## config.mk

```make
export PLATFORM = sky130hd
export DESIGN_NAME = obst_eval
export DESIGN_NICKNAME = d
export VERILOG_FILES = /design/src/hw/rtl/obst_pkg.sv /design/src/hw/rtl/obst_eval.sv
export SDC_FILE = /design/constraint.sdc
export NUM_CORES = 1
export LEC_CHECK = 0
export BUFFER_PORTS_ARGS = -buffer_cell sky130_fd_sc_hd__buf_2
export CORE_MARGIN = 2
export CORE_UTILIZATION = 64
export CTS_BUF_LIST = sky130_fd_sc_hd__clkbuf_2
export CTS_CLUSTER_SIZE = 8
export DETAILED_ROUTE_END_ITERATION = 8
export MAX_ROUTING_LAYER = met4
export PLACE_DENSITY = 0.93
export SETUP_SLACK_MARGIN = 0.05
export SYNTH_ARGS = -nofsm -noshare
export SYNTH_HDL_FRONTEND = slang
export SYNTH_SLANG_ARGS = --single-unit
export TNS_END_PERCENT = 100
```

## constraint.sdc

```tcl
create_clock -name clk -period 13.07 [get_ports clk]
set_input_delay 2.614 -clock clk [delete_from_list [all_inputs] [get_ports clk]]
set_output_delay 2.614 -clock clk [all_outputs]
set_load 0.01 [all_outputs]
```

## src/hw/rtl/obst_pkg.sv

```systemverilog
// shared constants, item types and helpers for the optimal bst cost block
// no dependencies
`default_nettype none

package obst_pkg;

  localparam int MAX_KEYS    = 16;
  localparam int WEIGHT_BITS = 16;

  // field widths of the item and result
  localparam int IN_W_BITS = 16;
  localparam int COST_W    = 24;
  localparam int ROOT_W    = 5;

  localparam int IDX_W  = (MAX_KEYS > 1) ? $clog2(MAX_KEYS) : 1;
  localparam int CNT_W  = $clog2(MAX_KEYS + 1);
  localparam int ADDR_W = 2 * IDX_W;
  localparam int SUM_W  = WEIGHT_BITS + IDX_W;
  localparam int TOT_W  = ((SUM_W > COST_W) ? SUM_W : COST_W) + 1;

  localparam logic [COST_W-1:0] COST_MAX = {COST_W{1'b1}};

  typedef struct packed {
    logic [IN_W_BITS-1:0] weight;
    logic                 last;
  } item_t;

  typedef struct packed {
    logic [COST_W-1:0] total_cost;
    logic [ROOT_W-1:0] root_key;
    logic              overflow;
  } result_t;

  // one entry of the cost / root table
  typedef struct packed {
    logic [COST_W-1:0] cost;
    logic [ROOT_W-1:0] root;
  } entry_t;

  // control from the sequencer to the add-compare unit
  typedef struct packed {
    logic             init;
    logic [IDX_W-1:0] init_k;
    logic             step;
    logic             left_empty;
    logic             right_empty;
    logic [IDX_W-1:0] k;
  } eval_ctrl_t;

  function automatic logic [COST_W-1:0] sat_cost(input logic [TOT_W-1:0] v);
    if (v > TOT_W'(COST_MAX)) begin
      return COST_MAX;
    end
    return v[COST_W-1:0];
  endfunction

endpackage

`default_nettype wire

```

## src/hw/rtl/obst_eval.sv

```systemverilog
// add-compare unit: min over roots of left + right cost, running weight sum
// depends on obst_pkg
`default_nettype none

module obst_eval (
  input  logic                          clk,
  input  obst_pkg::eval_ctrl_t          ctrl,
  input  logic [obst_pkg::COST_W-1:0]   left_cost,
  input  logic [obst_pkg::COST_W-1:0]   right_cost,
  input  logic [obst_pkg::WEIGHT_BITS-1:0] weight,
  output logic [obst_pkg::COST_W-1:0]   entry_cost,
  output logic [obst_pkg::IDX_W-1:0]    best_k
);
  import obst_pkg::*;

  logic [COST_W-1:0] best;
  logic [SUM_W-1:0]  sum;
  logic [COST_W:0]   cand;
  logic [COST_W-1:0] lc;
  logic [COST_W-1:0] rc;

  // empty subtrees cost nothing
  assign lc   = ctrl.left_empty  ? '0 : left_cost;
  assign rc   = ctrl.right_empty ? '0 : right_cost;
  assign cand = {1'b0, lc} + {1'b0, rc};

  always_ff @(posedge clk) begin
    if (ctrl.init) begin
      best   <= COST_MAX;
      best_k <= ctrl.init_k;
      sum    <= '0;
    end else if (ctrl.step) begin
      sum <= sum + SUM_W'(weight);
      // strict compare keeps the smallest root on ties
      if (cand < {1'b0, best}) begin
        best   <= cand[COST_W-1:0];
        best_k <= ctrl.k;
      end
    end
  end

  assign entry_cost = sat_cost(TOT_W'(best) + TOT_W'(sum));

endmodule

`default_nettype wire

```

# --- Word level (Yosys, flattened, before mapping) ---
# Cells that the tools add are included.
word_totals:
  regBits: 48
  output_inout_bits: 28
  wordCells: 20
op_classes:
  n_addsub: 3
  n_lt_le_gt_ge: 2
  mux: 8
  reduce_logical: 4
ops:
  columns: ["op", "count"]
  rows:
  - ["$mux 24", 4]
  - ["$add 24x20->25", 1]
  - ["$add 24x24->25", 1]
  - ["$gt 25x24->1 const B", 1]
  - ["$lt 25x24->1", 1]
  - ["$add 20x16->20", 1]
  - ["$mux 4", 3]
  - ["$reduce_and 2->1", 2]
  - ["$reduce_bool 2->1", 2]
  - ["$mux 1", 1]

# --- Logic depth before layout (Yosys ltp) ---
logic_depth:
  depth_word: 6
  ltp_mapped: 22
  depth_no_buf: 20

# --- Least setup slack after synthesis ---
# OpenSTA, ideal clock, no wires.
synth_timing:
  kind: "input to register"
  start: "in ctrl[5] (netlist name)"
  end: "reg best[2]"
  arrival_time_ns: 6.523
  required_time_ns: 12.940
  path_slack_ns: 6.417
  path_stages: 22
  cell_sequence: "clkbuf_1 nor2b_1 ha_1 inv_1 fa_1 nand2b_1 a211oi_1 o21ai_0 o221ai_1 a21o_1 a21oi_1 xnor2_1 ha_1 a21o_1 a21o_1 a21oi_1 nand3_1 o21ai_0 o211a_1 buf_2 mux2i_1 nand2_1"
synth_between:
  elab_chain_len: 4
synth_lines:
  columns: ["item", "line", "text"]
  rows:
  - ["from (decl)", "obst_eval.sv:7", "input obst_pkg::eval_ctrl_t ctrl,"]
  - ["$mux 24", "obst_eval.sv:23", "assign lc = ctrl.left_empty ? '0 : left_cost;"]
  - ["$add 24x24->25", "obst_eval.sv:25", "assign cand = {1'b0, lc} + {1'b0, rc};"]
  - ["net cand[14]", "obst_eval.sv:18", "logic [COST_W:0] cand;"]
  - ["$lt 25x24->1", "obst_eval.sv:35", "if (cand < {1'b0, best}) begin"]
  - ["$reduce_and 2->1 (no line)", null, null]
  - ["to (signal assigned)", "obst_eval.sv:36", "best <= cand[COST_W-1:0];"]
  - ["to (decl)", "obst_eval.sv:16", "logic [COST_W-1:0] best;"]
# The timed path passes the listed nets, and every way through them passes these cells.
# A chain may end at the register's enable or synchronous reset.

# --- Worst setup path after layout ---
layout_timing:
  start: "in ctrl[4] (netlist name)"
  end: "reg best[10]"
layout_between:
  elab_chain_len: 4
layout_lines:
  columns: ["item", "line", "text"]
  rows:
  - ["$mux 24", "obst_eval.sv:24", "assign rc = ctrl.right_empty ? '0 : right_cost;"]
  - ["$add 24x24->25", "obst_eval.sv:25", null]
  - ["net cand[14]", "obst_eval.sv:18", null]
  - ["$lt 25x24->1", "obst_eval.sv:35", null]
  - ["$reduce_and 2->1 (no line)", null, null]
# The timed path passes the listed nets, and every way through them passes these cells.

==> impl_metrics.json <==
{
  "cp_num_buf_inv": 2,
  "hold_start": "best[0]",
  "path_max_fanout": 31,
  "crit_type": "in -> reg",
  "max_stage_delay_ns": 0.94,
  "timing.final.crit_share": 0.5602,
  "coreArea_um2": 8763,
  "drive_above_1_share": 0.1636,
  "avgRoutedWirePerCell_um": 14.90,
  "avgSynthCellArea_um2": 7.932,
  "synthDistinctLibCells": 77,
  "vdd_ir_drop_max_mv": 0.06336,
  "async_reset_ff_frac": 0,
  "cts_buffers": 5,
  "crit_slowest_cell": "o211a_1",
  "ctsRootBufferMaster": "clkbuf_2",
  "finalSetupTns_ns": 0,
  "vias": 5684,
  "slew_headroom": 0.2594,
  "hold_viol_final": 0,
  "min_to": "best[0]",
  "firstDrtPassIters": 5,
  "grt_pass1_wl_mm": 23.95,
  "worstPathArrival_ns": 7.65,
  "crit_chain": "buf_2 > nor2b_1 > ha_1 > inv_1 > fa_1 > nand2b_1 > a211oi_1 > o21ai_0 > o221ai_1 > a21o_1 > a21oi_1 > xnor2_1 > ha_1 > a21o_1 > a21o_1 > a21oi_1 > nand3_1 > o21ai_0 > o211a_1 > mux2i_1 > nand2_1",
  "synthSimpleGateAreaFrac": 0.2300,
  "area_delta_synth_final_pct": 10.01,
  "drv_slew": 0,
  "holdWs_ns": 0.5328,
  "clk_latency_ns": 0.44,
  "cp_top_family": "compound AO/OA/AOI/OAI gates",
  "htreeDepth": 2,
  "grt_usage": 0.2945,
  "mostFrequentLayoutCells": "104 x buf_2, 83 x ha_1, 64 x nand2_1",
  "reg2reg_depth": 11,
  "synth_xor_area_frac": 0.07100,
  "wl_mm": 13.83,
  "period_needed_ns": 7.322,
  "cap_viol_max_count": 0,
  "die_area_um2": 9837,
  "power_mw": 0.8168,
  "dpl_cell_area_um2": 6346,
  "cp-end-kind": "register",
  "crit_top_cell": "a21o_1",
  "hold_class": "reg -> reg",
  "yosysTopAreaCell": "ha_1",
  "postCtsHoldBufs": 0,
  "synth_top_area_frac": 0.1791,
  "viasPerCell": 6.125,
  "die_y_um": 99.18,
  "netlist_area_um2": 5798,
  "ys_top_cells_by_area": "ha_1 18%, dfxtp_1 15%, nor2b_1 5.6%",
  "synthesis.nets": 894,
  "rows": 34,
  "power.density_nw_per_um2": 128.1,
  "status": "finished, final reports clean",
  "final_core_util": 0.7279,
  "die_w_um": 99.18,
  "timing.rr.start": "sum[0]",
  "synth_ff_type": "dfxtp_1",
  "yosysSeqAreaShare": 0.1726,
  "rsz0062_at_grt": "false",
  "final_area_um2": 6379,
  "synth_fa_ha_area_frac": 0.1895,
  "cts.sinks": 48,
  "synth_top_family_by_area": "compound AO/OA/AOI/OAI gates",
  "drc": 0,
  "p_leak_nw": 3.258,
  "drtIter0Drc": 324,
  "post_cts_buffers": 0,
  "worstHoldPathCells": 2,
  "place_hpwl_mm": 11.34,
  "r2r_slack_ns": 9.95,
  "nNetsFinal": 983,
  "muxShareOfSynthArea": 0.05093,
  "io_buffers": 104,
  "cts_tree": "done",
  "synth.ff_latch_count": 48,
  "synth_compound_area_frac": 0.2356,
  "fin_skew_ns": 0.02925,
  "path_clk_slew_ns": 0.20,
  "syn_inst": 731,
  "initial_utilization": 0.6616,
  "synth_warnings": 0,
  "regToRegEndpoint": "sum[14]",
  "max_freq_mhz": 136.6,
  "antenna_found_initial": 1,
  "synth_enable_flop_cells": 4,
  "final_antenna_net_count": 0,
  "clock_path_buffers": 2,
  "grt_max_degree": 35,
  "startpoint_type": "input port",
  "grt_overflow": 0,
  "required_ns": 13.40,
  "place_congestion": 0.9121,
  "cts_resized": 0,
  "final_common_cell": "buf_2",
  "finalSetupViolations": 0,
  "grt_pass1_vias": 5447,
  "io-pin-count": 105,
  "worst_slew_pin_slew_ns": 1.111
}
## cell usage after synthesis, drive strengths merged (10+ instances only)
| master | instances |
|---|---|
| xnor2 | 27 |
| a21o | 23 |
| dfxtp | 44 |
| a211oi | 11 |
| a21oi | 53 |
| nand4 | 13 |
| nand2b | 11 |
| and3 | 10 |
| nor2 | 51 |
| nand2 | 64 |
| nor2b | 52 |
| xor2 | 20 |
| ha | 83 |
| clkbuf | 15 |
| o211ai | 16 |
| mux2i | 25 |
| inv | 46 |
| nor3 | 11 |
| o21a | 13 |
| nand3 | 17 |
| o21ai | 27 |
## worst max path at each step
stage,depth (start not counted),to,startpoint
2_1_floorplan,22,best[2],ctrl[5]
3_3_place_gp,21,best[14],ctrl[5]
3_5_place_dp,21,best[14],ctrl[4]
4_1_cts,21,best[10],ctrl[4]
5_1_grt,21,best[9],ctrl[5]
6_report,21,best[10],ctrl[4]
## report_power, final
part	total [mW]	internal, mW	leakage [nW]	switching (mW)
Combinational	0.561	0.245	2.83	0.316
Clock	0.0577	0.0120	0.0249	0.0457
Sequential	0.198	0.172	0.405	0.0257
## flip-flops by register name, indices dropped and copies added (netlist names)
signal,cells
sum,20
best_k,4
best,24
## cell type report
type | instances | area [um^2]
antenna | 1 | 2.502
clock buffer | 6 | 30.03
fill | 698 | 2385
inverter | 47 | 176.4
multi-input combinational | 613 | 4506
sequential | 48 | 1001
tap | 108 | 135.1
timing repair buffer | 105 | 528.0
## cells by family (layout without fill, tap and decap cells)
kind of cell | after synthesis | after routing
xor gates and xnor gates | 47 | 47
buffers and inverters | 70 | 158
muxes | 29 | 29
and+or+nand+nor | 258 | 258
AOI/OAI and AO/OA | 193 | 193
DFF | 48 | 48
adders and majority gates | 86 | 86
other | 0 | 1
## layer usage
layer	global-route usage	routed length [um]	vias to the layer above
li1	-	-	2837
met1	0.3731	6236	2604
met2	0.5016	6614	220
met3	0.02670	760	23
met4	0.08535	214	0
met5	-	0	-
## worst register-to-register path, stage by stage (launching register included)
cell and delay [ns]:
dfxtp_1 0.43, ha_1 0.24, inv_1 0.07, fa_1 0.39, nor2b_1 0.13, o21ai_1 0.10
a21boi_1 0.33, o2111ai_1 0.23, a21boi_1 0.20, o21ai_1 0.19, or4b_2 0.63, o311ai_0 0.11
## stage by stage
| stage | std cells | worst slack, ns |
|---|---|---|
| 6_report | 928 | 5.748 |
| 2_1_floorplan | 731 | 6.417 |
| 4_1_cts | 927 | 5.827 |
| 5_1_grt | 928 | 5.189 |
| 3_5_place_dp | 921 | 5.355 |
| 3_3_place_gp | 921 | 5.582 |
(Power assumes the default switching activity.)
