[config.mk]
export PLATFORM = sky130hd
export DESIGN_NAME = obst_wt_mem
export DESIGN_NICKNAME = d
export VERILOG_FILES = /design/src/hw/rtl/obst_pkg.sv /design/src/hw/rtl/obst_wt_mem.sv
export SDC_FILE = /design/constraint.sdc
export NUM_CORES = 1
export LEC_CHECK = 0
export BUFFER_PORTS_ARGS = -buffer_cell sky130_fd_sc_hd__buf_2
export CORE_ASPECT_RATIO = 0.7
export CORE_MARGIN = 5
export CORE_UTILIZATION = 35
export CTS_CLUSTER_DIAMETER = 100
export CTS_CLUSTER_SIZE = 12
export DETAILED_ROUTE_END_ITERATION = 10
export PLACE_DENSITY = 0.52
export SLEW_MARGIN = 15
export SYNTH_ARGS = -nofsm -noshare
export SYNTH_HDL_FRONTEND = slang
export SYNTH_SLANG_ARGS = --single-unit
[constraint.sdc]
create_clock -name clk -period 2.4 [get_ports clk]
set_input_delay 0.12 -clock clk [delete_from_list [all_inputs] [get_ports clk]]
set_output_delay 0.12 -clock clk [all_outputs]
set_load 0.01 [all_outputs]
[src/hw/rtl/obst_pkg.sv]
// shared constants, item types and helpers for the optimal bst cost block
// no dependencies
`default_nettype none

package obst_pkg;

  localparam int MAX_KEYS    = 16;
  localparam int WEIGHT_BITS = 16;

  // field widths of the item and result
  localparam int IN_W_BITS = 16;
  localparam int COST_W    = 24;
  localparam int ROOT_W    = 5;

  localparam int IDX_W  = (MAX_KEYS > 1) ? $clog2(MAX_KEYS) : 1;
  localparam int CNT_W  = $clog2(MAX_KEYS + 1);
  localparam int ADDR_W = 2 * IDX_W;
  localparam int SUM_W  = WEIGHT_BITS + IDX_W;
  localparam int TOT_W  = ((SUM_W > COST_W) ? SUM_W : COST_W) + 1;

  localparam logic [COST_W-1:0] COST_MAX = {COST_W{1'b1}};

  typedef struct packed {
    logic [IN_W_BITS-1:0] weight;
    logic                 last;
  } item_t;

  typedef struct packed {
    logic [COST_W-1:0] total_cost;
    logic [ROOT_W-1:0] root_key;
    logic              overflow;
  } result_t;

  // one entry of the cost / root table
  typedef struct packed {
    logic [COST_W-1:0] cost;
    logic [ROOT_W-1:0] root;
  } entry_t;

  // control from the sequencer to the add-compare unit
  typedef struct packed {
    logic             init;
    logic [IDX_W-1:0] init_k;
    logic             step;
    logic             left_empty;
    logic             right_empty;
    logic [IDX_W-1:0] k;
  } eval_ctrl_t;

  function automatic logic [COST_W-1:0] sat_cost(input logic [TOT_W-1:0] v);
    if (v > TOT_W'(COST_MAX)) begin
      return COST_MAX;
    end
    return v[COST_W-1:0];
  endfunction

endpackage

`default_nettype wire

[src/hw/rtl/obst_wt_mem.sv]
// key weight memory: one write port, one synchronous read port
// depends on obst_pkg
`default_nettype none

module obst_wt_mem (
  input  logic                         clk,
  input  logic                         wr_en,
  input  logic [obst_pkg::IDX_W-1:0]   wr_addr,
  input  logic [obst_pkg::WEIGHT_BITS-1:0] wr_data,
  input  logic [obst_pkg::IDX_W-1:0]   rd_addr,
  output logic [obst_pkg::WEIGHT_BITS-1:0] rd_data
);
  import obst_pkg::*;

  logic [WEIGHT_BITS-1:0] mem [MAX_KEYS];

  always_ff @(posedge clk) begin
    if (wr_en) begin
      mem[wr_addr] <= wr_data;
    end
    rd_data <= mem[rd_addr];
  end

endmodule

`default_nettype wire

# [Yosys cells after proc, flatten, opt, wreduce, memory -nomap -nowiden]
# Memories as Yosys holds them, arrays and structs flattened. A register that Yosys moved wholly into a read port is not among the register bits.
# Cells that the tools add are included.
[totals] elab_cells=3 register_bits=0 input_bits=26 n_memories=1 ram_bits=256
[mem_list] name="mem" words=16 word_bits=16 read_ports=1 rd_clocked_by_memory_dff=1 wr=1 line_no="obst_wt_mem.sv:15" text="logic [WEIGHT_BITS-1:0] mem [MAX_KEYS];"
[op_classes] muxes=2
[ops] operator="1-bit two-way mux" n=2

# [Longest topological paths before layout]
# Gate-level depths: netlist (run 1).
[logic_depth] ltp_word=2 ltp_mapped=5

# [Worst setup path after synthesis (run 1)]
# No wires, ideal clock.
[synth_path] path_kind="input -> register" from="input wr_addr[2] (netlist name)" to="memory mem[0][0], enable pin" arrival_time_ns=1.766 required_ns=1.991 cell_stages=2 setup_slack_ns=0.225 cell_sequence="or3b_2 nor3_1"
[synth_lines] element="start, declared" line_no="obst_wt_mem.sv:8" text="input logic [obst_pkg::IDX_W-1:0] wr_addr,"
[synth_lines] element="end, declared" line_no="obst_wt_mem.sv:15"
# Straight into the memory's write port.

==> metrics, run 1 <==
Met3 Routed Length roughly 1.5 mm; number of global-route vias before repair approximately 5,000; CTS Buf Count 26; Least-Margin Pin Slew about 1100 ps; final-stage net count 549; total routing usage reported by global routing 14.3%; final hold violation count 0; run status completed; number of gates resized after CTS 0; number of max-cap violations 0; Max IR drop VDD 0.598 mV; post-route DRC violation count 0; DR vias 4,683; Chip Height 152 um; Max Clk Rate roughly 730 MHz; routed via count divided by cell count 5.12; insertion delay of the later-clocked pin in the worst-skew pair 520 ps; classification of the worst-slack hold path in2reg; data arrival time at the worst-slack endpoint approximately 1800 ps; Placement Rows 51; antenna diode count 0; placeable core area 0.0281 mm^2; x dimension of the die around 210 um; final weighted congestion in routability-driven placement 0.712; highest-count cells in the layout ignoring fill and taps sky130_fd_sc_hd__edfxtp_1, sky130_fd_sc_hd__mux4_2, sky130_fd_sc_hd__buf_2; post-detailed-routing wire length 22.6 mm; ratio of final minimum period to clock period a little under three fifths; CP Class reg2reg; Die Area roughly 0.032 mm^2; power density over the cells between 800 and 900 mW/mm^2; pin count of the biggest net entering global routing 33; reg2reg setup slack 1030 ps; Yosys warnings 0; layout-stage area growth over the synthesis result 18.1%; Boundary Pins 42; Post-DP HPWL 12.7 mm; Starting Density 35.8%; antenna violations before repair 0; register area share after synthesis 79.7%; count of routing violations after the opening detailed-route iteration about 440; CTS clock-pin slew for the worst setup and hold paths 60 ps; cell count after synthesis between 400 and 500; synthesized area divided by synthesized cell count 23.2 um^2; Worst Setup Slack, final 1030 ps; final routed wire length divided by cell count 24.7 um; Static Leakage a little under 4 nW; commonest non-fill, non-tap cell in the layout sky130_fd_sc_hd__edfxtp_1; reg2reg path depth 3; beginning of the worst hold path wr_addr[2]; TritonCTS Sinks 272; Startpoint Class register; Netlist cell types 19; flip-flop and latch count after synthesis 272; headroom to the max-slew limit approximately 28%; Post-Route M1 WL about 10 mm; uppermost routed layer met4; crit path launch mem[11][5]$_DFFE_PP_; Total Negative Setup Slacks 0 ps; number of H-tree levels 1; total grt overflow 0; max-slew violation count 0; nets in the synthesized netlist ~460; FF-to-FF Start mem[11][5]$_DFFE_PP_; number of buffers between clock root and the deepest sink 3; share of cells above drive strength 1 a little under a third; unrepaired setup endpoints after global routing false; DR WL met2 10.5 mm; 1st-pass router iterations 4; first-pass GRT wire length about 34 mm; endpoint required time on the critical path 2790 ps; CTS Root Cell sky130_fd_sc_hd__clkbuf_16; post-route minimum period around 1400 ps; worst setup timing slack at the placement stage 648 ps; endpoint class of the critical path register; destination of the worst register-to-register timing path rd_data[5]$_DFF_P_; number of routed nets with antenna violations 0; Post-Syn Area 0.0100 mm^2; final-report setup violation count 0; capture point of the critical path rd_data[5]$_DFF_P_; largest fanout on the critical path 1; clock tree from TritonCTS built; Port Buffer Count 41; setup skew after layout about 8.7 ps
## critical path, cell delays in order (launching register included)
cell	delay (ps)
sky130_fd_sc_hd__edfxtp_1	360
sky130_fd_sc_hd__mux4_2	460
sky130_fd_sc_hd__a22oi_1	310
sky130_fd_sc_hd__nand2_1	110
## how the worst min path moves through the flow
stage                                       end  slack, ps  cells past startpoint
after global routing      mem[15][11]$_DFFE_PP_        220                      3
after floorplan             mem[0][0]$_DFFE_PP_        220                      0
after detailed placement  mem[12][13]$_DFFE_PP_        500                      1
after global placement     mem[12][0]$_DFFE_PP_        490                      1
after CTS                 mem[15][11]$_DFFE_PP_        190                      3
final                     mem[15][11]$_DFFE_PP_        210                      3
## power by group
part / leakage [nW] / internal, W / switching, W
Clock: 0.370 / 0.00220 / 0.00164
Combinational: 1.02 / 0.000225 / 0.000294
Sequential: 2.45 / 0.00531 / 0.0000318
## final cells by class
class	count	area, um^2
multi-input cells	139	1970
well taps	371	464
clock buffers	47	751
fillers	2473	16200
flip-flops and latches	272	8010
repair buffers	84	646
clock inverters	1	30.0
## state kept, by name, summed over array words and instances (netlist names)
name,flops
mem,256
rd_data,16
## Yosys cell counts, drive strengths merged
library cell	number	share of area, %
edfxtp	256	77
mux4	64	15
a22oi	32	2.4
nand2	17	0.64
dfxtp	16	3.2
buf	13	0.93
nor2	13	0.49
clkbuf	8	0.30
nor3	4	0.20
nand2b	2	0.12
nand3b	2	0.15
nor2b	2	0.12
and2	1	0.062
nand3	1	0.050
or3b	1	0.087
## timing repair
| action | CTS | global route |
|---|---|---|
| hold buffers | 16 | 0 |
| hold endpoints to repair | 256 | 0 |
| setup buffers | 0 | 0 |
## logic make-up after synthesis
group | Yosys count | share of synthesized area [%]
mux | 64 | 14.7
buf+inv | 21 | 1.23
compound gates | 32 | 2.39
simple gates | 43 | 1.92
flops | 272 | 79.7
## stage by stage
step | utilization, % | area (um^2) | hold slack (ps) | cells | power, W
2_1_floorplan | - | 10000 | 219 | 432 | 0.00571
3_3_place_gp | 38.9 | 10900 | 491 | 850 | 0.00593
3_5_place_dp | 38.9 | 10900 | 497 | 850 | 0.00595
4_1_cts | 42.3 | 11900 | 190 | 914 | 0.00982
5_1_grt | 42.3 | 11900 | 224 | 914 | 0.0100
6_report | 42.3 | 11900 | 210 | 914 | 0.00970
## metal layers
| layer | GRT usage (%) | vias to the layer above |
|---|---|---|
| li1 | - | 2020 |
| met1 | 21.4 | 2502 |
| met2 | 22.6 | 133 |
| met3 | 2.49 | 28 |
| met4 | 2.49 | 0 |
| met5 | 0 | - |
Note: power is estimated with default switching activity, not from simulation.
==> run 2: changes to the inputs <==
--- a/config.mk
+++ b/config.mk
@@ -5,6 +5,7 @@
 export SDC_FILE = /design/constraint.sdc
 export NUM_CORES = 1
 export LEC_CHECK = 0
+export ABC_AREA = 1
 export BUFFER_PORTS_ARGS = -buffer_cell sky130_fd_sc_hd__buf_2
 export CORE_ASPECT_RATIO = 0.7
 export CORE_MARGIN = 5
@@ -12,7 +13,7 @@
 export CTS_CLUSTER_DIAMETER = 100
 export CTS_CLUSTER_SIZE = 12
 export DETAILED_ROUTE_END_ITERATION = 10
-export PLACE_DENSITY = 0.52
+export PLACE_DENSITY = 0.54
 export SLEW_MARGIN = 15
 export SYNTH_ARGS = -nofsm -noshare
 export SYNTH_HDL_FRONTEND = slang
==> constraint.sdc (replaced) <==
create_clock -name clk -period 1.1 [get_ports clk]
set_input_delay 0.055 -clock clk [delete_from_list [all_inputs] [get_ports clk]]
set_output_delay 0.055 -clock clk [all_outputs]
set_load 0.01 [all_outputs]
==> run 2 against run 1 <==
Wire length up 32%. Utilization rose by 0.62 points. First-iteration DRC count up 36%. Critical endpoint is now rd_data[4]. Via count grew 63%. Critical path depth fell by 2. Global-route usage rose by 2.2 points.
==> metrics, run 2 <==
Worst Setup Slack, final 0.188 ps (was 1030 ps); number of global-route vias before repair 7,316 (was 4,994); insertion delay of the later-clocked pin in the worst-skew pair 540 ps (was 520 ps); crit path launch rd_data[4]$_DFF_P_ (was mem[11][5]$_DFFE_PP_); area share of the largest cell type after synthesis 67.5% (was 76.5%); CTS Root Cell sky130_fd_sc_hd__clkbuf_16 (unchanged); first-pass GRT wire length 45.7 mm (was 33.6 mm); clock tree from TritonCTS built (unchanged); total routing usage reported by global routing 16.5% (was 14.3%); number of routed nets with antenna violations 0 (unchanged); ratio of final minimum period to clock period 100%; layout-stage area growth over the synthesis result 21.3% (was 18.1%); fraction of registers with async set/reset 0% (unchanged); placed insts 1,578 (was 850); largest registers mem (256), rd_data (16) (unchanged); antenna violations before repair 0 (unchanged); x dimension of the die 226 um (was 212 um); placeable core area 0.0322 mm^2 (was 0.0281 mm^2); worst setup timing slack at the placement stage -197 ps (was 648 ps); list of cells traversed by the critical path buf_6 (was mux4_2 -> a22oi_1 -> nand2_1); Starting Density 35.3% (was 35.8%); cell count after synthesis 1,074 (was 432); Boundary Pins 42 (unchanged); number of H-tree levels 1 (unchanged); beginning of the worst hold path rd_addr[2] (was wr_addr[2]); post-detailed-routing wire length 29.9 mm (was 22.6 mm); FF-to-FF Start mem[1][2]$_DFFE_PP_ (was mem[11][5]$_DFFE_PP_); number of flip-flops under the largest register name 256 (unchanged); commonest cells in the netlist sky130_fd_sc_hd__nand2_1, sky130_fd_sc_hd__edfxtp_1, sky130_fd_sc_hd__inv_1 (was sky130_fd_sc_hd__edfxtp_1, sky130_fd_sc_hd__mux4_2, sky130_fd_sc_hd__a22oi_1); antenna diode count 0 (unchanged); routed via count divided by cell count 4.64 (was 5.12); final hold violation count 0 (unchanged); nets in the synthesized netlist 1,100 (was 458); final routed wire length divided by cell count 18.2 um (was 24.7 um); total grt overflow 0 (unchanged); synthesized area divided by synthesized cell count 10.6 um^2 (was 23.2 um^2); TritonCTS Sinks 272 (unchanged); 1st-pass router iterations 5 (was 4); final-report setup violation count 0 (unchanged); data arrival time at the worst-slack endpoint 1040 ps (was 1760 ps); Max IR drop VDD 0.984 mV (was 0.598 mV); Post-DP HPWL 19.1 mm (was 12.7 mm); Max Clk Rate ~910 MHz; largest stage delay on the critical path 400 ps (was 460 ps); number of max-cap violations 0 (unchanged); power density over the cells 1590 mW/mm^2 (was 817 mW/mm^2); Least-Margin Pin Slew 418 ps (was 1080 ps); cell with the largest stage delay on the worst path sky130_fd_sc_hd__dfxtp_4 (was sky130_fd_sc_hd__mux4_2); Final Instance Count excl. Fillers 1,642 (was 914); pin count of the biggest net entering global routing 39 (was 33); library cell occupying the most area in the post-synthesis netlist sky130_fd_sc_hd__edfxtp_1 (unchanged); Static Leakage 5.90 nW (was 3.84 nW); buffer and inverter count on the worst path 1 (was 0); final weighted congestion in routability-driven placement 0.811 (was 0.712); share of cells above drive strength 1 14.9% (was 31.1%); DR vias 7,617 (was 4,683); final-stage net count 1,222 (was 549); largest reg by FF count mem (unchanged); endpoint class of the critical path output pin (was register); primary flip-flop cell chosen by synthesis mapping sky130_fd_sc_hd__edfxtp_1 (unchanged); classification of the worst-slack hold path in2reg (unchanged); Die Area 0.0363 mm^2 (was 0.0322 mm^2); post-route DRC violation count 0 (unchanged); Chip Height 161 um (was 152 um); register area share after synthesis 70.4% (was 79.7%); unrepaired setup endpoints after global routing true (was false); dominant cell by count in the synthesized netlist sky130_fd_sc_hd__nand2_1 (was sky130_fd_sc_hd__edfxtp_1); setup skew after layout 18.2 ps (was 8.70 ps); Port Buffer Count 41 (unchanged); Post-Syn Area 0.0114 mm^2 (was 0.0100 mm^2); headroom to the max-slew limit 72.1% (was 27.8%); CTS clock-pin slew for the worst setup and hold paths 60 ps (about the same); endpoint required time on the critical path 1040 ps (was 2790 ps); Post-CTS Setup Repair Bufs 0 (unchanged); highest-count cells in the layout ignoring fill and taps sky130_fd_sc_hd__nand2_1, sky130_fd_sc_hd__edfxtp_1, sky130_fd_sc_hd__inv_1 (was sky130_fd_sc_hd__edfxtp_1, sky130_fd_sc_hd__mux4_2, sky130_fd_sc_hd__buf_2); count of routing violations after the opening detailed-route iteration 604 (was 444); Placement Rows 55 (was 51); flip-flop and latch count after synthesis 272 (unchanged); CP Class reg2out (was reg2reg); number of enable flip-flop cells after synthesis 256 (unchanged); CTS Buf Count 26 (unchanged); commonest non-fill, non-tap cell in the layout sky130_fd_sc_hd__nand2_1 (was sky130_fd_sc_hd__edfxtp_1); Netlist cell types 13 (was 19); Yosys warnings 0 (unchanged); max-slew violation count 0 (unchanged); Startpoint Class register (unchanged); family with the most delay on the worst path flip-flops (was multiplexers); main area contributors after synthesis sky130_fd_sc_hd__edfxtp_1, sky130_fd_sc_hd__nand2_1, sky130_fd_sc_hd__nand3_1 (was sky130_fd_sc_hd__edfxtp_1, sky130_fd_sc_hd__mux4_2, sky130_fd_sc_hd__dfxtp_1); number of buffers between clock root and the deepest sink 3 (unchanged); run status completed (unchanged); largest fanout on the critical path 1 (unchanged); post-route minimum period 1100 ps
==> run 2: cell types whose count changed in the layout (fill, tap and decap cells not counted), sizes merged, moves of 2 or more <==
cell	previous run	this run
a22oi	32	0
buf	68	128
inv	0	198
mux4	64	0
nand2	17	341
nand2b	2	0
nand3	1	193
nor2	13	17
nor2b	2	0
nor3	4	0
==> run 2: power by group <==
part	leakage, nW	internal, W	total (W)	switching [W]
Sequential	2.45	0.0116	0.0117	0.0000909
Clock	0.369	0.00480	0.00852	0.00372
Combinational	3.09	0.000635	0.00170	0.00106
Total	5.90	0.0170	0.0219	0.00488
==> run 2: worst paths after layout <==
| path | slack (ps) | to | cells after the start |
|---|---|---|---|
| min reg2reg | 660 | rd_data[1]$_DFF_P_ | 6 |
| min | 50 | rd_data[2]$_DFF_P_ | 5 |
| max | 0.2 | rd_data[4] | 1 |
| max reg2reg | 70 | rd_data[2]$_DFF_P_ | 6 |
==> run 2: cell families (layout without fill, tap and decap cells) <==
kind of cell           after synthesis  count (layout)  synth area share (%)
DFF                                272             272                  70.4
buffers and inverters              249             390                  9.21
and+or+nand+nor                    553             553                  20.4
==> run 2: cell type report <==
cell class,count,area (um^2)
Clock buffer,46,747
Clock inverter,1,30.0
Fill cell,3071,18400
Inverter,198,746
Multi-Input combinational cell,553,2380
Sequential cell,272,8020
Tap cell,427,534
Timing Repair Buffer,145,1350
==> run 2: metal layers <==
metal	vias to the layer above	share of wire, %	GRT usage (%)
li1	3709	-	-
met1	3706	51	26.2
met2	173	43	24.1
met3	29	4.8	2.63
met4	0	1.4	2.56
met5	-	0	0
==> run 2: metrics by stage <==
step           TNS, ps  instance area, um^2  total power [W]  utilization [%]  hold slack [ps]
2_1_floorplan   -38470                11400           0.0127                -              154
3_3_place_gp    -13580                12800           0.0135             39.8              455
3_5_place_dp    -16560                12800           0.0135             39.8              454
4_1_cts          -27.8                13800           0.0222             42.8             36.6
5_1_grt          -58.1                13800           0.0228             42.9             71.6
6_report             0                13800           0.0219             42.9             53.7
==> run 2: timing repair <==
item | CTS | global route
endpoints found under the hold margin | 259 | 0
hold buffers | 17 | 0
endpoints found under the setup margin | 5 | 7
cloned | 0 | 0
resized for setup | 13 | 4
==> run 3: changes to the inputs <==
--- a/config.mk
+++ b/config.mk
@@ -7,14 +7,17 @@
 export LEC_CHECK = 0
 export ABC_AREA = 1
 export BUFFER_PORTS_ARGS = -buffer_cell sky130_fd_sc_hd__buf_2
+export CAP_MARGIN = 30
 export CORE_ASPECT_RATIO = 0.7
 export CORE_MARGIN = 5
 export CORE_UTILIZATION = 35
 export CTS_CLUSTER_DIAMETER = 100
 export CTS_CLUSTER_SIZE = 12
 export DETAILED_ROUTE_END_ITERATION = 10
+export GPL_TIMING_DRIVEN = 0
 export PLACE_DENSITY = 0.54
 export SLEW_MARGIN = 15
 export SYNTH_ARGS = -nofsm -noshare
 export SYNTH_HDL_FRONTEND = slang
 export SYNTH_SLANG_ARGS = --single-unit
+export TNS_END_PERCENT = 10
==> run 3 against run 2 <==
Cell area decreased by 3.1%. Global-route usage is 0.56 points higher. First-iteration DRC count grew 22%. Sequential share of layout area is 1.7 points higher. Utilization shrank 1.3 points. Clock skew fell by 7.5 ps. Largest cell class unchanged. Highest routed layer unchanged.
==> metrics, run 3 (synthesized netlist as in run 2, its figures left out) <==
post-route DRC violation count 0 (unchanged); Least-Margin Pin Slew 808 ps (was 418 ps); list of cells traversed by the critical path inv_1 -> nand2_1 -> nand3_1 -> nand3_1 -> nand3_2 -> nand2_2 (was buf_6); highest-count cells in the layout ignoring fill and taps sky130_fd_sc_hd__nand2_1, sky130_fd_sc_hd__edfxtp_1, sky130_fd_sc_hd__inv_1 (unchanged); CTS Buf Count 26 (unchanged); ratio of final minimum period to clock period 97.2% (was 100%); x dimension of the die 226 um (unchanged); TritonCTS Sinks 272 (unchanged); Placement Rows 55 (unchanged); post-detailed-routing wire length 30.9 mm (was 29.9 mm); cell with the largest stage delay on the worst path sky130_fd_sc_hd__edfxtp_1 (was sky130_fd_sc_hd__dfxtp_4); unrepaired setup endpoints after global routing true (unchanged); Die Area 0.0363 mm^2 (unchanged); Worst Setup Slack, final 30.7 ps (was 0.188 ps); endpoint class of the critical path register (was output pin); final design utilization 41.6% (was 42.9%); first-pass GRT wire length 46.2 mm (was 45.7 mm); CP Class reg2reg (was reg2out); largest registers mem (256), rd_data (16) (unchanged); family with the most delay on the worst path simple AND/OR/NAND/NOR gates (was flip-flops); number of routed nets with antenna violations 0 (unchanged); worst setup timing slack at the placement stage -726 ps (was -197 ps); Startpoint Class register (unchanged); share of cells above drive strength 1 13.2% (was 14.9%); total routing usage reported by global routing 17.0% (was 16.5%); final-report setup violation count 0 (unchanged); largest reg by FF count mem (unchanged); placeable core area 0.0322 mm^2 (unchanged); count of routing violations after the opening detailed-route iteration 734 (was 604); antenna diode count 0 (unchanged); Post-DP HPWL 21.4 mm (was 19.1 mm); endpoint required time on the critical path 1510 ps (was 1040 ps); Crit path top cell by count sky130_fd_sc_hd__nand3_1; CTS clock-pin slew for the worst setup and hold paths 60 ps (about the same); headroom to the max-slew limit 46.2% (was 72.1%); routed via count divided by cell count 4.69 (was 4.64); clock tree from TritonCTS built (unchanged); antenna violations before repair 0 (unchanged); Max Clk Rate 935 MHz (was 909 MHz); Static Leakage 5.69 nW (was 5.90 nW); Chip Height 161 um (unchanged); Starting Density 35.3% (unchanged); layout-stage area growth over the synthesis result 17.6% (was 21.3%); Final Instance Count excl. Fillers 1,618 (was 1,642); setup skew after layout 10.7 ps (was 18.2 ps); buffer and inverter count on the worst path 1 (unchanged); pin count of the biggest net entering global routing 17 (was 39); largest fanout on the critical path 1 (unchanged); 1st-pass router iterations 5 (unchanged); commonest non-fill, non-tap cell in the layout sky130_fd_sc_hd__nand2_1 (unchanged); final weighted congestion in routability-driven placement 0.823 (was 0.811); total grt overflow 0 (unchanged); number of global-route vias before repair 7,244 (was 7,316); data arrival time at the worst-slack endpoint 1480 ps (was 1040 ps); Boundary Pins 42 (unchanged); DR vias 7,590 (was 7,617); Port Buffer Count 39 (was 41); number of max-cap violations 0 (unchanged); final routed wire length divided by cell count 19.1 um (was 18.2 um); final worst hold slack 83.8 ps (was 53.7 ps); number of flip-flops under the largest register name 256 (unchanged); final hold violation count 0 (unchanged); largest stage delay on the critical path 360 ps (was 400 ps); insertion delay of the later-clocked pin in the worst-skew pair 540 ps (about the same); Max IR drop VDD 0.980 mV (was 0.984 mV); power density over the cells 1620 mW/mm^2 (was 1590 mW/mm^2); classification of the worst-slack hold path in2reg (unchanged); run status completed (unchanged); number of buffers between clock root and the deepest sink 3 (unchanged); post-route minimum period 1070 ps (was 1100 ps); Tot Pwr 0.0216 W (was 0.0219 W); max-slew violation count 0 (unchanged); placed insts 1,555 (was 1,578); number of H-tree levels 1 (unchanged); final-stage net count 1,200 (was 1,222); CTS Root Cell sky130_fd_sc_hd__clkbuf_16 (unchanged)
[run 3: area by class of cell]
cell class	instances	area, um^2
Fill cell	3129	18800
Multi-Input combinational cell	553	2420
Tap cell	427	534
Sequential cell	272	8010
Clock buffer	45	764
Timing Repair Buffer	72	601
Inverter	198	743
Buffer	51	312
[run 3: worst register-to-register path: stages, from the launching register on]
cell and delay, ps:
sky130_fd_sc_hd__edfxtp_1 360, sky130_fd_sc_hd__inv_1 60, sky130_fd_sc_hd__nand2_1 40, sky130_fd_sc_hd__nand3_1 70
sky130_fd_sc_hd__nand3_1 140, sky130_fd_sc_hd__nand3_2 170, sky130_fd_sc_hd__nand2_2 110
[run 3: what timing repair did]
item / 4_1_cts / 5_1_grt
resized for setup: 10 / 8
hold buffers: 18 / 0
endpoints found under the hold margin: 262 / 0
pin swaps: 0 / 3
buffers inserted: 0 / 0
setup endpoints to repair: 7 / 14
[run 3: stage by stage]
stage | cell area, um^2 | setup TNS (ps)
2_1_floorplan | 11400 | -38470
6_report | 13400 | 0
3_5_place_dp | 12400 | -93210
3_3_place_gp | 12100 | -222840
4_1_cts | 13400 | 0
5_1_grt | 13400 | -132
[run 3: worst paths after layout]
kind                              from                  end  slack (ps)  depth (start not counted)
setup / recovery   mem[9][8]$_DFFE_PP_   rd_data[8]$_DFF_P_          30                          6
hold / removal              rd_addr[2]   rd_data[1]$_DFF_P_          80                          4
setup reg to reg   mem[9][8]$_DFFE_PP_   rd_data[8]$_DFF_P_          30                          6
hold reg to reg   mem[3][15]$_DFFE_PP_  rd_data[15]$_DFF_P_         700                          6
[run 3: power by group]
| part | internal [W] | total (W) | switching, W | leakage [nW] |
|---|---|---|---|---|
| combinational | 0.000495 | 0.00166 | 0.00117 | 2.88 |
| clock | 0.00467 | 0.00833 | 0.00365 | 0.365 |
| sequential | 0.0116 | 0.0116 | 0.0000550 | 2.45 |
[run 3: per-layer routing]
metal | vias to the layer above | global-route usage, % | routed length (um)
li1 | 3661 | - | -
met1 | 3611 | 26.4 | 14700
met2 | 273 | 25.5 | 13200
met3 | 45 | 2.67 | 2340
met4 | 0 | 3.30 | 596
met5 | - | 0 | 0
